## src/sv/tvre_pkg.sv

```systemverilog
package tvre_pkg;

	// Field widths
	localparam int unsigned SLOT_W  = 3;
	localparam int unsigned LEVEL_W = 4;
	localparam int unsigned TIME_W  = 32;
	localparam int unsigned VEL_W   = 10;
	localparam int unsigned STOP_W  = 12;
	localparam int unsigned ACC_W   = 8;
	localparam int unsigned VSQ_W   = 2 * VEL_W;

	// Number of rows in the constant tables
	localparam int unsigned TABLE_ROWS = 5;

	// Speed level codes
	localparam logic [LEVEL_W-1:0] LEVEL_STOP = 4'd0;
	localparam logic [LEVEL_W-1:0] LEVEL_BASE = 4'd10;
	localparam logic [LEVEL_W-1:0] LEVEL_LAST = 4'd14;

	// Divider geometry: a 32-bit dividend over a divisor of at most 12 bits
	localparam int unsigned DIVIDEND_W = 32;
	localparam int unsigned DIVISOR_W  = 12;

	// Division by 1000 and 2000 through one reciprocal: ceil(2^38 / 1000) is exact
	// for every 32-bit dividend, and one more bit of shift halves the quotient.
	localparam int unsigned RECIP_W    = 29;
	localparam logic [RECIP_W-1:0] DV_RECIP = 29'd274877907;
	localparam int unsigned DV_SHIFT   = 38;
	localparam int unsigned DIST_SHIFT = 39;

	// Commands from the controller to the datapath
	typedef struct packed {
		logic load;
		logic look;
		logic mul1;
		logic div1_start;
		logic ramp;
		logic mul2;
		logic div2_start;
		logic finish;
	} tvre_cmd_t;

	// Status from the datapath to the controller
	typedef struct packed {
		logic do_update;
		logic div_done;
		logic out_free;
	} tvre_status_t;

	// Acceleration of each train row, mm/s per second
	function automatic logic [ACC_W-1:0] acc_rom(input logic [SLOT_W-1:0] row);
		logic [ACC_W-1:0] acc;
		case (row)
			3'd0:    acc = 8'd131;
			3'd1:    acc = 8'd131;
			3'd2:    acc = 8'd118;
			3'd3:    acc = 8'd180;
			3'd4:    acc = 8'd121;
			default: acc = '0;
		endcase
		return acc;
	endfunction

	// Target velocity of each train row and speed level offset, mm/s
	function automatic logic [VEL_W-1:0] target_rom(input logic [SLOT_W-1:0] row,
			input logic [2:0] idx);
		logic [VEL_W-1:0] tgt;
		case ({row, idx})
			6'o00:   tgt = 10'd327;
			6'o01:   tgt = 10'd390;
			6'o02:   tgt = 10'd455;
			6'o03:   tgt = 10'd515;
			6'o04:   tgt = 10'd595;
			6'o10:   tgt = 10'd335;
			6'o11:   tgt = 10'd397;
			6'o12:   tgt = 10'd470;
			6'o13:   tgt = 10'd530;
			6'o14:   tgt = 10'd620;
			6'o20:   tgt = 10'd303;
			6'o21:   tgt = 10'd368;
			6'o22:   tgt = 10'd438;
			6'o23:   tgt = 10'd500;
			6'o24:   tgt = 10'd600;
			6'o30:   tgt = 10'd470;
			6'o31:   tgt = 10'd535;
			6'o32:   tgt = 10'd580;
			6'o33:   tgt = 10'd620;
			6'o34:   tgt = 10'd620;
			6'o40:   tgt = 10'd265;
			6'o41:   tgt = 10'd320;
			6'o42:   tgt = 10'd370;
			6'o43:   tgt = 10'd430;
			6'o44:   tgt = 10'd495;
			default: tgt = '0;
		endcase
		return tgt;
	endfunction

endpackage

```

## src/sv/train_velocity_ramp_estimator_core.sv

```systemverilog
// Channel  Handshake            Word fields
// in       in_valid, in_ready   train_slot, slot_active, speed_level, now_ms
// out      out_valid, out_ready velocity_mm_s, stop_distance_mm, distance_moved_mm,
//                               updated, speed_error
//
// An updating word passes through the look-up, multiply, scale, ramp, multiply and
// divider-start steps, then waits on the 8-step radix-16 divider for the stop distance.
// A word that updates nothing goes from its look-up straight to the result step.
// One word is in work at a time; in_ready is high only when idle, so a new word is
// not taken until the last one has been written to the output register.
// The result sits in an output register, so a new word is taken while it waits;
// a result still waiting holds the next one in its last step until out_ready.
// Reset clears the per-slot velocity and time stores and the control state.
module train_velocity_ramp_estimator_core
	import tvre_pkg::*;
#(
	parameter int unsigned TRAIN_SLOTS = 5
) (
	input  logic               clk,
	input  logic               arst_n,
	input  logic               in_valid,
	output logic               in_ready,
	input  logic [SLOT_W-1:0]  train_slot,
	input  logic               slot_active,
	input  logic [LEVEL_W-1:0] speed_level,
	input  logic [TIME_W-1:0]  now_ms,
	output logic               out_valid,
	input  logic               out_ready,
	output logic [VEL_W-1:0]   velocity_mm_s,
	output logic [STOP_W-1:0]  stop_distance_mm,
	output logic [TIME_W-1:0]  distance_moved_mm,
	output logic               updated,
	output logic               speed_error
);

	tvre_cmd_t    cmd;
	tvre_status_t status;

	// Sequencer
	tvre_ctrl u_ctrl (
		.clk      (clk),
		.arst_n   (arst_n),
		.in_valid (in_valid),
		.in_ready (in_ready),
		.status   (status),
		.cmd      (cmd)
	);

	// Arithmetic, slot state and output register
	tvre_dpath #(
		.TRAIN_SLOTS (TRAIN_SLOTS)
	) u_dpath (
		.clk               (clk),
		.arst_n            (arst_n),
		.cmd               (cmd),
		.status            (status),
		.train_slot        (train_slot),
		.slot_active       (slot_active),
		.speed_level       (speed_level),
		.now_ms            (now_ms),
		.out_valid         (out_valid),
		.out_ready         (out_ready),
		.velocity_mm_s     (velocity_mm_s),
		.stop_distance_mm  (stop_distance_mm),
		.distance_moved_mm (distance_moved_mm),
		.updated           (updated),
		.speed_error       (speed_error)
	);

	// A rejected speed level never advances the model.
	assert property (@(posedge clk) disable iff (!arst_n)
		out_valid |-> !(updated && speed_error))
		else $error("word reports both an update and a speed error");

	// A word that advanced nothing carries zero results.
	assert property (@(posedge clk) disable iff (!arst_n)
		(out_valid && !updated) |->
		(velocity_mm_s == '0 && stop_distance_mm == '0 && distance_moved_mm == '0))
		else $error("non-updating word carries non-zero results");

	// Once a word is taken the block is busy on the following cycle.
	assert property (@(posedge clk) disable iff (!arst_n)
		(in_valid && in_ready) |=> !in_ready)
		else $error("input accepted again while a word is in work");

endmodule

```

## src/sv/tvre_div.sv

```systemverilog
module tvre_div
	import tvre_pkg::*;
#(
	parameter int unsigned BITS_PER_CYCLE = 4
) (
	input  logic                  clk,
	input  logic                  arst_n,
	input  logic                  start,
	input  logic [DIVIDEND_W-1:0] dividend,
	input  logic [DIVISOR_W-1:0]  divisor,
	output logic                  done,
	output logic [DIVIDEND_W-1:0] quotient
);

	localparam int unsigned STEPS = DIVIDEND_W / BITS_PER_CYCLE;
	localparam int unsigned CNT_W = (STEPS > 1) ? $clog2(STEPS) : 1;

	logic                  busy_q;
	logic                  done_q;
	logic [CNT_W-1:0]      cnt_q;
	logic [DIVISOR_W-1:0]  rem_q;
	logic [DIVIDEND_W-1:0] quo_q;
	logic [DIVISOR_W-1:0]  den_q;
	logic [DIVISOR_W-1:0]  rem_d;
	logic [DIVIDEND_W-1:0] quo_d;

	// Restoring division, several quotient bits per cycle. The remainder stays
	// below the divisor, so each trial subtract is only divisor-wide.
	always_comb begin
		logic [DIVISOR_W:0]    part;
		logic [DIVIDEND_W-1:0] quo_v;
		part  = '0;
		quo_v = quo_q;
		rem_d = rem_q;
		for (int i = 0; i < BITS_PER_CYCLE; i++) begin
			part  = {rem_d, quo_v[DIVIDEND_W-1]};
			quo_v = {quo_v[DIVIDEND_W-2:0], 1'b0};
			if (part >= {1'b0, den_q}) begin
				part     = part - {1'b0, den_q};
				quo_v[0] = 1'b1;
			end
			rem_d = part[DIVISOR_W-1:0];
		end
		quo_d = quo_v;
	end

	// Control of the iteration
	always_ff @(posedge clk or negedge arst_n) begin
		if (!arst_n) begin
			busy_q <= 1'b0;
			done_q <= 1'b0;
			cnt_q  <= '0;
		end else if (start) begin
			busy_q <= 1'b1;
			done_q <= 1'b0;
			cnt_q  <= '0;
		end else if (busy_q) begin
			cnt_q <= cnt_q + 1'b1;
			if (cnt_q == CNT_W'(STEPS - 1)) begin
				busy_q <= 1'b0;
				done_q <= 1'b1;
			end
		end
	end

	// Operand and partial result registers
	always_ff @(posedge clk) begin
		if (start) begin
			rem_q <= '0;
			quo_q <= dividend;
			den_q <= divisor;
		end else if (busy_q) begin
			rem_q <= rem_d;
			quo_q <= quo_d;
		end
	end

	assign done     = done_q;
	assign quotient = quo_q;

endmodule

```

## src/sv/tvre_dpath.sv

```systemverilog
module tvre_dpath
	import tvre_pkg::*;
#(
	parameter int unsigned TRAIN_SLOTS = 5
) (
	input  logic                clk,
	input  logic                arst_n,
	input  tvre_cmd_t           cmd,
	output tvre_status_t        status,
	input  logic [SLOT_W-1:0]   train_slot,
	input  logic                slot_active,
	input  logic [LEVEL_W-1:0]  speed_level,
	input  logic [TIME_W-1:0]   now_ms,
	output logic                out_valid,
	input  logic                out_ready,
	output logic [VEL_W-1:0]    velocity_mm_s,
	output logic [STOP_W-1:0]   stop_distance_mm,
	output logic [TIME_W-1:0]   distance_moved_mm,
	output logic                updated,
	output logic                speed_error
);

	// Only slots that have a table row can hold a model
	localparam int unsigned SLOT_DEPTH = (TRAIN_SLOTS < TABLE_ROWS) ? TRAIN_SLOTS : TABLE_ROWS;
	localparam int unsigned IDX_W      = (SLOT_DEPTH > 1) ? $clog2(SLOT_DEPTH) : 1;

	// Per-slot model state
	logic [VEL_W-1:0]  vel_q  [SLOT_DEPTH];
	logic [TIME_W-1:0] time_q [SLOT_DEPTH];

	// Captured word
	logic [SLOT_W-1:0]  slot_q;
	logic               active_q;
	logic [LEVEL_W-1:0] level_q;
	logic [TIME_W-1:0]  now_q;

	// Working registers
	logic               upd_q;
	logic               bad_q;
	logic [TIME_W-1:0]  dt_q;
	logic [VEL_W-1:0]   v0_q;
	logic [ACC_W-1:0]   acc_q;
	logic [VEL_W-1:0]   tgt_q;
	logic [TIME_W-1:0]  prod_q;
	logic [TIME_W-1:0]  dv_q;
	logic [VEL_W-1:0]   v_q;
	logic [VSQ_W-1:0]   vsq_q;
	logic [TIME_W-1:0]  dprod_q;
	logic [TIME_W-1:0]  dist_q;

	// Output register
	logic               out_valid_q;
	logic [VEL_W-1:0]   out_vel_q;
	logic [STOP_W-1:0]  out_stop_q;
	logic [TIME_W-1:0]  out_dist_q;
	logic               out_upd_q;
	logic               out_err_q;

	logic                        bad_level;
	logic                        slot_ok;
	logic                        do_update;
	logic [IDX_W-1:0]            idx;
	logic [VEL_W-1:0]            gap;
	logic [VEL_W-1:0]            step;
	logic [VEL_W-1:0]            v_d;
	logic [VEL_W:0]              vsum;
	logic [TIME_W-1:0]           recip_in;
	logic [TIME_W+RECIP_W-1:0]   recip_prod;
	logic                        b_done;
	logic [DIVIDEND_W-1:0]       b_quo;

	// Classification of the captured word
	always_comb begin
		bad_level = !((level_q == LEVEL_STOP) ||
			(level_q inside {[LEVEL_BASE:LEVEL_LAST]}));
		slot_ok   = slot_q < SLOT_W'(SLOT_DEPTH);
		do_update = active_q && slot_ok && !bad_level;
		idx       = slot_q[IDX_W-1:0];
	end

	// Ramp toward the target by at most the permitted step, without overshoot
	always_comb begin
		gap  = (v0_q < tgt_q) ? (tgt_q - v0_q) : (v0_q - tgt_q);
		step = (dv_q < {{(TIME_W-VEL_W){1'b0}}, gap}) ? dv_q[VEL_W-1:0] : gap;
		if (v0_q == tgt_q) begin
			v_d = v0_q;
		end else if (v0_q < tgt_q) begin
			v_d = v0_q + step;
		end else begin
			v_d = v0_q - step;
		end
		vsum = {1'b0, v0_q} + {1'b0, v_q};
	end

	// One reciprocal multiplier divides the ramp step by 1000 and then the distance by 2000
	always_comb begin
		recip_in   = cmd.div2_start ? dprod_q : prod_q;
		recip_prod = {{RECIP_W{1'b0}}, recip_in} * {{TIME_W{1'b0}}, DV_RECIP};
	end

	// The divider serves the stop distance
	tvre_div u_div_b (
		.clk      (clk),
		.arst_n   (arst_n),
		.start    (cmd.div2_start),
		.dividend ({{(DIVIDEND_W-VSQ_W){1'b0}}, vsq_q}),
		.divisor  ({{(DIVISOR_W-ACC_W-1){1'b0}}, acc_q, 1'b0}),
		.done     (b_done),
		.quotient (b_quo)
	);

	// Working registers, advanced one step per command
	always_ff @(posedge clk) begin
		if (cmd.load) begin
			slot_q   <= train_slot;
			active_q <= slot_active;
			level_q  <= speed_level;
			now_q    <= now_ms;
		end
		if (cmd.look) begin
			upd_q <= do_update;
			bad_q <= bad_level;
			dt_q  <= now_q - time_q[idx];
			v0_q  <= vel_q[idx];
			acc_q <= acc_rom(slot_q);
			tgt_q <= (level_q == LEVEL_STOP) ? '0 :
				target_rom(slot_q, 3'(level_q - LEVEL_BASE));
		end
		if (cmd.mul1) begin
			prod_q <= dt_q * {{(TIME_W-ACC_W){1'b0}}, acc_q};
		end
		if (cmd.div1_start) begin
			dv_q <= TIME_W'(recip_prod >> DV_SHIFT);
		end
		if (cmd.ramp) begin
			v_q <= v_d;
		end
		if (cmd.mul2) begin
			vsq_q   <= v_q * v_q;
			dprod_q <= dt_q * {{(TIME_W-VEL_W-1){1'b0}}, vsum};
		end
		if (cmd.div2_start) begin
			dist_q <= TIME_W'(recip_prod >> DIST_SHIFT);
		end
	end

	// Slot state: written back once the item's results are complete
	always_ff @(posedge clk or negedge arst_n) begin
		if (!arst_n) begin
			for (int i = 0; i < SLOT_DEPTH; i++) begin
				vel_q[i]  <= '0;
				time_q[i] <= '0;
			end
		end else if (cmd.finish && upd_q) begin
			vel_q[idx]  <= v_q;
			time_q[idx] <= now_q;
		end
	end

	// Output word register
	always_ff @(posedge clk or negedge arst_n) begin
		if (!arst_n) begin
			out_valid_q <= 1'b0;
		end else if (cmd.finish) begin
			out_valid_q <= 1'b1;
		end else if (out_ready) begin
			out_valid_q <= 1'b0;
		end
	end

	always_ff @(posedge clk) begin
		if (cmd.finish) begin
			out_vel_q  <= upd_q ? v_q : '0;
			out_stop_q <= upd_q ? b_quo[STOP_W-1:0] : '0;
			out_dist_q <= upd_q ? dist_q : '0;
			out_upd_q  <= upd_q;
			out_err_q  <= bad_q;
		end
	end

	// Status back to the controller
	always_comb begin
		status.do_update = do_update;
		status.div_done  = b_done;
		status.out_free  = !out_valid_q || out_ready;
	end

	assign out_valid         = out_valid_q;
	assign velocity_mm_s     = out_vel_q;
	assign stop_distance_mm  = out_stop_q;
	assign distance_moved_mm = out_dist_q;
	assign updated           = out_upd_q;
	assign speed_error       = out_err_q;

endmodule

```

## src/sv/tvre_ctrl.sv

```systemverilog
module tvre_ctrl
	import tvre_pkg::*;
(
	input  logic         clk,
	input  logic         arst_n,
	input  logic         in_valid,
	output logic         in_ready,
	input  tvre_status_t status,
	output tvre_cmd_t    cmd
);

	typedef enum logic [8:0] {
		ST_IDLE   = 9'b0_0000_0001,
		ST_LOOK   = 9'b0_0000_0010,
		ST_MUL1   = 9'b0_0000_0100,
		ST_DIV1   = 9'b0_0000_1000,
		ST_RAMP   = 9'b0_0001_0000,
		ST_MUL2   = 9'b0_0010_0000,
		ST_DIV2   = 9'b0_0100_0000,
		ST_WAIT2  = 9'b0_1000_0000,
		ST_FINISH = 9'b1_0000_0000
	} state_t;

	state_t state_q;
	state_t state_d;

	// Next state and commands
	always_comb begin
		state_d        = state_q;
		cmd            = '0;
		in_ready       = 1'b0;
		case (state_q)
			ST_IDLE: begin
				in_ready = 1'b1;
				if (in_valid) begin
					cmd.load = 1'b1;
					state_d  = ST_LOOK;
				end
			end
			ST_LOOK: begin
				cmd.look = 1'b1;
				state_d  = status.do_update ? ST_MUL1 : ST_FINISH;
			end
			ST_MUL1: begin
				cmd.mul1 = 1'b1;
				state_d  = ST_DIV1;
			end
			ST_DIV1: begin
				cmd.div1_start = 1'b1;
				state_d        = ST_RAMP;
			end
			ST_RAMP: begin
				cmd.ramp = 1'b1;
				state_d  = ST_MUL2;
			end
			ST_MUL2: begin
				cmd.mul2 = 1'b1;
				state_d  = ST_DIV2;
			end
			ST_DIV2: begin
				cmd.div2_start = 1'b1;
				state_d        = ST_WAIT2;
			end
			ST_WAIT2: begin
				if (status.div_done) begin
					state_d = ST_FINISH;
				end
			end
			ST_FINISH: begin
				if (status.out_free) begin
					cmd.finish = 1'b1;
					state_d    = ST_IDLE;
				end
			end
			default: begin
				state_d = ST_IDLE;
			end
		endcase
	end

	always_ff @(posedge clk or negedge arst_n) begin
		if (!arst_n) begin
			state_q <= ST_IDLE;
		end else begin
			state_q <= state_d;
		end
	end

endmodule

```

## config.mk

```make
export PLATFORM = sky130hd
export DESIGN_NAME = train_velocity_ramp_estimator_core
export DESIGN_NICKNAME = d
export VERILOG_FILES = /design/src/sv/tvre_pkg.sv /design/src/sv/train_velocity_ramp_estimator_core.sv /design/src/sv/tvre_div.sv /design/src/sv/tvre_dpath.sv /design/src/sv/tvre_ctrl.sv
export SDC_FILE = /design/constraint.sdc
export NUM_CORES = 2
export LEC_CHECK = 0
export BUFFER_PORTS_ARGS = -buffer_cell sky130_fd_sc_hd__buf_4
export CORE_ASPECT_RATIO = 1.5
export CORE_MARGIN = 4
export CORE_UTILIZATION = 35
export CTS_CLUSTER_DIAMETER = 30
export DETAILED_ROUTE_END_ITERATION = 10
export SLEW_MARGIN = 20
export SYNTH_ARGS = -nofsm -noshare
export SYNTH_HDL_FRONTEND = slang
export SYNTH_SLANG_ARGS = --single-unit
```

## constraint.sdc

```tcl
create_clock -name clk -period 11 [get_ports clk]
set_input_delay 1.1 -clock clk [delete_from_list [all_inputs] [get_ports clk]]
set_output_delay 1.1 -clock clk [all_outputs]
set_load 0.01 [all_outputs]
```

* Word level (Yosys, flattened, before mapping)
Memories as Yosys holds them, arrays and structs flattened. A register that Yosys moved wholly into a read port is not among the register bits. Index checks and enable logic that the tools add are counted.
Word-level totals: register bits 554, ROM bits 640, bits of input ports 44, output and inout bits 58, word-level logic and storage cells 157, memories 1
Memories:
- (no name shown) | depth 64, width 10, read ports 1, clocked after memory_dff 1, wr ports 0, line tvre_pkg.sv:68 | case ({row, idx})
Operators by class: $add $sub $neg 12, multipliers 4, $lt $le $gt $ge 11, eq/ne operators 18, multiplexer cells 54, bitwise logic cells 1, reduce and logical (&&, ||, !) cells 17
Operator list (count):
- 160-bit bitwise mux | 1
- 32-bit two-way mux | 4
- 32-bit binary-select mux with 3-bit select | 1
- 32-bit demux with 3-bit select | 1
- 9-bit one-hot mux with 9 select lines | 1
- 10-bit two-way mux | 7
- 32-bit by 29-bit multiplier with 61-bit output (second input constant) | 1
- 13-bit by 9-bit >= comparator with 1-bit output | 4
- 50-bit bitwise mux | 1
- 12-bit two-way mux | 4
- 12-bit by 9-bit subtractor with 12-bit output | 4
- 20-bit two-way mux | 2
- 9-bit two-way mux | 4
- 32-bit by 11-bit multiplier with 32-bit output | 1
- 32-bit by 8-bit multiplier with 32-bit output | 1
- 8-bit one-hot mux with 4 select lines | 1
- 32-bit subtractor | 1
- 10-bit binary-select mux with 3-bit select | 1
- 10-bit demux with 3-bit select | 1
- 10-bit subtractor | 3
- 23-bit by 10-bit less-than comparator with 1-bit output | 1
- 1-bit two-way mux | 23
- 10-bit by 10-bit multiplier with 20-bit output | 1
- 10-bit by 10-bit adder with 11-bit output | 1
- other kinds (34) | 47

* Logic depth before layout (Yosys ltp)
word-level depth 10, depth in mapped cells 44, gate-level depth less buffers 40

* Hierarchy
From an unflattened synthesis, not the netlist that was laid out.
Second synthesis, totals: cell total of the unflattened synthesis 5801, area, all modules 60563.1 um2
Modules (own cells, without submodules):
- tvre_dpath | times used 1, cells each 5225, area an instance 54873.9 um2, seq. area each 13838.3 um2
- tvre_div | times used 1, cells each 518, area an instance 5104.9 um2, seq. area each 1686.6 um2
- tvre_ctrl | times used 1, cells each 58, area an instance 584.3 um2, seq. area each 226.5 um2

* Least setup slack after synthesis
No wires, ideal clock.
path type register to register, start register u_ctrl.state_q[4], end register u_dpath.dist_q[21] (data pin), setup time 265 ps, data arrival time 9060 ps, required time 10735 ps, setup slack 1675 ps, cell stages (with the launch flop) 32, path buffers 2, period minus slack after synthesis 9325 ps, path through dfrtp_1 -> nor2_1 -> nand3_1 -> or4b_2 -> clkbuf_1 -> inv_2 -> buf_1 -> mux2i_1 -> inv_1 -> ha_1 -> fa_1 -> fa_1 -> inv_1 -> fa_1 -> fa_1 -> fa_1 -> inv_1 -> fa_1 -> inv_1 -> fa_1 -> inv_1 -> ha_1 -> a21o_1 -> a211o_1 -> a2111o_1 -> o31a_1 -> o21ai_0 -> a31oi_1 -> a41o_1 -> a41o_1 -> o21ai_0 -> nand2b_1
On the way: word-level cells in the longest chain between the ends 4
RTL lines:
- from (decl) | line tvre_ctrl.sv:24 | state_t state_q;
- from (signal assigned) | line tvre_ctrl.sv:85 | state_q <= state_d;
- 9-bit by 7-bit equality test with 1-bit output | line tvre_ctrl.sv:32 | case (state_q)
- 1-bit two-way mux | line tvre_ctrl.sv:32
- 32-bit two-way mux | line tvre_dpath.sv:97 | recip_in = cmd.div2_start ? dprod_q : prod_q;
- 32-bit by 29-bit multiplier with 61-bit output | line tvre_dpath.sv:98 | recip_prod = {{RECIP_W{1'b0}}, recip_in} * {{TIME_W{1'b0}}, DV_RECIP};
- named net u_dpath.recip_prod[60] | line tvre_dpath.sv:68 | logic [TIME_W+RECIP_W-1:0] recip_prod;
- to (signal assigned) | line tvre_dpath.sv:143 | dist_q <= TIME_W'(recip_prod >> DIST_SHIFT);
- to (decl) | line tvre_dpath.sv:49 | logic [TIME_W-1:0] dist_q;
The timed path passes the listed nets, and every way through them passes these cells. A chain may end at the register's enable or synchronous reset.

* Worst setup path after layout
start register u_ctrl.state_q[4], end register u_dpath.dv_q[16] (data pin)
On the way: word-level cells in the longest chain between the ends 4
RTL lines:
- 9-bit by 7-bit equality test with 1-bit output | line tvre_ctrl.sv:32
- 1-bit two-way mux | line tvre_ctrl.sv:32
- 32-bit two-way mux | line tvre_dpath.sv:97
- 32-bit by 29-bit multiplier with 61-bit output | line tvre_dpath.sv:98
- named net u_dpath.recip_prod[54] | line tvre_dpath.sv:68
- to (signal assigned) | line tvre_dpath.sv:133 | dv_q <= TIME_W'(recip_prod >> DV_SHIFT);
- to (decl) | line tvre_dpath.sv:45 | logic [TIME_W-1:0] dv_q;
The timed path passes the listed nets, and every way through them passes these cells.

==> run summary <==
WORST SETUP PATH
-----------------------------------------------------------------------------------------------
Setup slack, reg-to-reg                                                                 0.54 ns
Cell with the biggest individual delay on the critical path                        sky130_fd_sc_hd__or4b_2
Count of buffering cells on the critical path with inverters included                         4
Required time of the critical path                                                     11.44 ns
Max stage delay on crit path                                                            0.72 ns
Worst reg2reg path endpoint                                                        u_dpath.dv_q[16]
Cell type group with the largest total delay on the critical path                   adder cells
FF-to-FF path depth                                                                          29
Worst-path fanout max                                                                        27
Type of destination of the critical path                                              flip-flop
Endpoint arrival time on the critical path                                             10.90 ns
Critical Setup Path Class                                                            reg -> reg
Start of the worst register-to-register path                                       u_ctrl.state_q[4]
Startpoint types                                                                      flip-flop
Library cell appearing most often on the critical path                             sky130_fd_sc_hd__fa_1

PLACEMENT
-----------------------------------------------------------------------------------------------
Dpl cell area                                                                       61600 sq um
Routability congestion estimate from global placement                                     0.894
Number of input and output port buffers inserted                                             91
Worst slack after detailed placement                                                   0.608 ns
Post-DP HPWL                                                                          112000 um

CLOCK TREE
-----------------------------------------------------------------------------------------------
Hold-fix buffers, CTS                                                                         0
Number of buffers inserted during clock tree synthesis                                      112
Total number of H-tree levels                                                                 3
Clock input transition at the sequential cells of the worst setup and hold paths        0.05 ns
Number of clock sinks seen by CTS                                                           561
Total of cells resized after clock tree synthesis                                             0
Number of post-CTS setup repair buffers                                                       0
Clock insertion delay at the later pin of the skew report                               0.73 ns
Cell at the root of the clock tree                                                 sky130_fd_sc_hd__clkbuf_16
Number of buffers on the longest clock path                                                   3
CTS tree                                                                                    yes

SYNTH
-----------------------------------------------------------------------------------------------
Ys async rst share                                                                        0.401
Syn_area_per_cell                                                                    10.6 sq um
Part of the Yosys area used for sequential elements                                       0.266
Share of the synthesized area in the top cell type                                        0.250
Post-synthesis instance area                                                        58300 sq um
Cell taking the most area after synthesis                                          sky130_fd_sc_hd__fa_1
Number of synthesized register bits                                                         561
Yosys warns                                                                                   0
Number of enable-type register cells in the synthesized netlist                             312
Synthesized instance count                                                                 5492
Biggest area contributors in the synthesized netlist                               sky130_fd_sc_hd__fa_1, sky130_fd_sc_hd__edfxtp_1, sky130_fd_sc_hd__ha_1
Dominant synthesized flop cell                                                     sky130_fd_sc_hd__edfxtp_1
Count of cell types in the netlist                                                           94

STA
-----------------------------------------------------------------------------------------------
Portion of the clock cycle consumed by the worst path in the final layout                 0.951
Post-route worst setup slack                                                           0.540 ns
Max Freq                                                                               95.6 MHz
Worst slew margin relative to its limit                                                   0.275
Min Tclk post-route                                                                    10.46 ns
Setup repair after global routing missed its margin                                       false
Fin. max-slew vios                                                                            0
Final hold violation count                                                                    0
Worst clock skew                                                                      0.0328 ns
Sum of negative setup slack                                                                0 ns
Actual transition at the worst max-transition pin                                       1.08 ns
Final count of negative-setup-slack endpoints                                                 0

DRT
-----------------------------------------------------------------------------------------------
Final routed DRC violation total                                                              0
Number of violations reported at the end of detailed-routing iteration 0                   1629
Drt via density                                                                            4.92
DR WL/cell                                                                              18.3 um
Post-route antenna net violation count                                                        0
Count of vias placed by the detailed router                                               38.8k
Number of iterations in the first detailed-routing pass                                       7
Final wirelength                                                                      145000 um

FLOORPLANNING
-----------------------------------------------------------------------------------------------
Width of the die                                                                         341 um
Standard cell core area                                                            166000 sq um
Chip Height                                                                              508 um
Number of top-level design ports                                                            102
Area enclosed by the die boundary                                                  173000 sq um
Initial cell density of the core                                                          0.352
Core Rows                                                                                   183

RUN
-----------------------------------------------------------------------------------------------
Number of max-cap violations                                                                  0

GRT
-----------------------------------------------------------------------------------------------
Vias in the first global route                                                            42.9k
Initial antenna violation count                                                               3
First-pass GRT wire length                                                            234000 um
Pin count of the biggest net entering global routing                                         90
Global route total overflow                                                                   0
GRT Overall Usage                                                                         0.170

CELLS AND AREA
-----------------------------------------------------------------------------------------------
Utilization of the core after routing                                                     0.396
Leading cell type in the layout, fill and taps excluded                            sky130_fd_sc_hd__inv_1
Count of filler cells inserted in the layout                                              16.2k
Area Growth Syn to Fin                                                                    12.5%
Area of the multi-input gates                                                       38500 sq um
Net total in the final layout                                                              6995
Top library cells by usage in the layout, fill and taps aside                      sky130_fd_sc_hd__inv_1, sky130_fd_sc_hd__fa_1, sky130_fd_sc_hd__ha_1
Fraction of final layout cells with drive strength greater than 1                         0.116
Sequential cell area                                                                15500 sq um
Final standard cell area without fillers                                            65600 sq um

MIN PATH
-----------------------------------------------------------------------------------------------
Class of the tightest hold or removal check                                         in -> async

OUTCOME
-----------------------------------------------------------------------------------------------
Run status                                                                         complete, no violations

-- per-stage QoR --
stage | cells | hold WS [ns]
finish | 7893 | 0.393
global route | 7893 | 0.422
CTS | 7892 | 0.365
detailed placement | 7682 | 0.419
global placement | 7682 | 0.415
floorplan | 5501 | 0.400
-- metal layers --
layer / part of all wire / GRT usage / vias to the layer above
met5: 0 / 0 / -
met4: 0.033 / 0.0590 / 0
met3: 0.033 / 0.0205 / 247
met2: 0.53 / 0.316 / 758
met1: 0.40 / 0.201 / 19751
li1: - / - / 18066
-- Yosys cell counts (9+ instances only) --
library cell	number
sky130_fd_sc_hd__a31oi_1	17
sky130_fd_sc_hd__mux4_2	41
sky130_fd_sc_hd__nor2_1	161
sky130_fd_sc_hd__buf_4	10
sky130_fd_sc_hd__a41o_1	9
sky130_fd_sc_hd__a21boi_0	11
sky130_fd_sc_hd__xor2_1	61
sky130_fd_sc_hd__dfxtp_1	24
sky130_fd_sc_hd__xnor2_1	145
sky130_fd_sc_hd__or3_1	13
sky130_fd_sc_hd__and3_1	21
sky130_fd_sc_hd__o21bai_1	32
sky130_fd_sc_hd__nand4_1	14
sky130_fd_sc_hd__a221oi_1	9
sky130_fd_sc_hd__a21o_1	66
sky130_fd_sc_hd__a211oi_1	20
sky130_fd_sc_hd__o31ai_1	11
sky130_fd_sc_hd__nand3_1	36
sky130_fd_sc_hd__and2_1	241
sky130_fd_sc_hd__o211ai_1	9
sky130_fd_sc_hd__nand2_1	564
sky130_fd_sc_hd__o21a_1	30
sky130_fd_sc_hd__o21ai_0	132
sky130_fd_sc_hd__nand2b_1	25
sky130_fd_sc_hd__or2_2	12
sky130_fd_sc_hd__a21oi_1	189
sky130_fd_sc_hd__nor3_1	32
sky130_fd_sc_hd__ha_1	647
sky130_fd_sc_hd__dfrtp_1	224
sky130_fd_sc_hd__nor2b_1	68
sky130_fd_sc_hd__fa_1	728
sky130_fd_sc_hd__o31a_1	12
sky130_fd_sc_hd__mux2i_1	51
sky130_fd_sc_hd__clkbuf_1	175
sky130_fd_sc_hd__mux2_2	213
sky130_fd_sc_hd__inv_1	981
sky130_fd_sc_hd__edfxtp_1	312
-- worst reg2reg max path, delay by kind of cell (launching register included) --
kind                     cells  cell delay (ns)
AO/OA/AOI/OAI                8             2.26
buffers and inverters        4             0.87
XOR/XNOR                     1             0.15
flip-flops                   1             0.41
multiplexers                 1             0.61
adder cells (fa/ha/maj)      9             4.23
AND/OR/NAND/NOR              6             1.63
-- state kept, by name, indices dropped and copies added (netlist names), 19 cells and up --
signal	cells
u_dpath.vsq_q	19
u_dpath.now_q	32
u_dpath.prod_q	32
u_dpath.dt_q	32
u_dpath.dv_q	23
u_dpath.vel_q	50
u_dpath.dprod_q	32
u_dpath.time_q	160
u_dpath.dist_q	22
u_dpath.distance_moved_mm	22
u_dpath.u_div_b.quotient	32
-- layout make-up --
cell class | instances | share of cell area
clock inverters | 69 | 0.0132
well taps | 2220 | 0.0424
clock buffers | 141 | 0.0470
flip-flops and latches | 561 | 0.236
repair buffers | 156 | 0.0180
diodes | 1 | 0.0000382
inverters | 984 | 0.0564
multi-input cells | 3761 | 0.587
-- worst max-delay path by stage --
| stage | start | end | slack [ns] | cells after the start |
|---|---|---|---|---|
| finish | u_ctrl.state_q[4] | u_dpath.dv_q[16] | 0.54 | 29 |
| global placement | u_ctrl.state_q[4] | u_dpath.dv_q[16] | 0.69 | 31 |
| global route | u_ctrl.state_q[4] | u_dpath.dv_q[16] | 0.04 | 31 |
| detailed placement | u_ctrl.state_q[4] | u_dpath.dist_q[15] | 0.61 | 31 |
| floorplan | u_ctrl.state_q[4] | u_dpath.dist_q[21] | 1.68 | 31 |
| CTS | u_ctrl.state_q[4] | u_dpath.dv_q[16] | 0.57 | 31 |
-- cell families (layout without fill, tap and decap cells) --
kind of cell               Yosys count  count (layout)  share of synthesized area
adders and majority gates         1375            1375                      0.389
AOI/OAI and AO/OA                  627             627                     0.0697
muxes                              308             308                     0.0665
xor gates and xnor gates           207             207                     0.0312
and+or+nand+nor                   1234            1234                      0.101
DFF                                561             561                      0.266
buffers and inverters             1179            1350                     0.0768
other                                1              11                  0.0000643
Power is not shown: default switching activity piles up to over one toggle a cycle in this logic, so the estimate is an artifact.
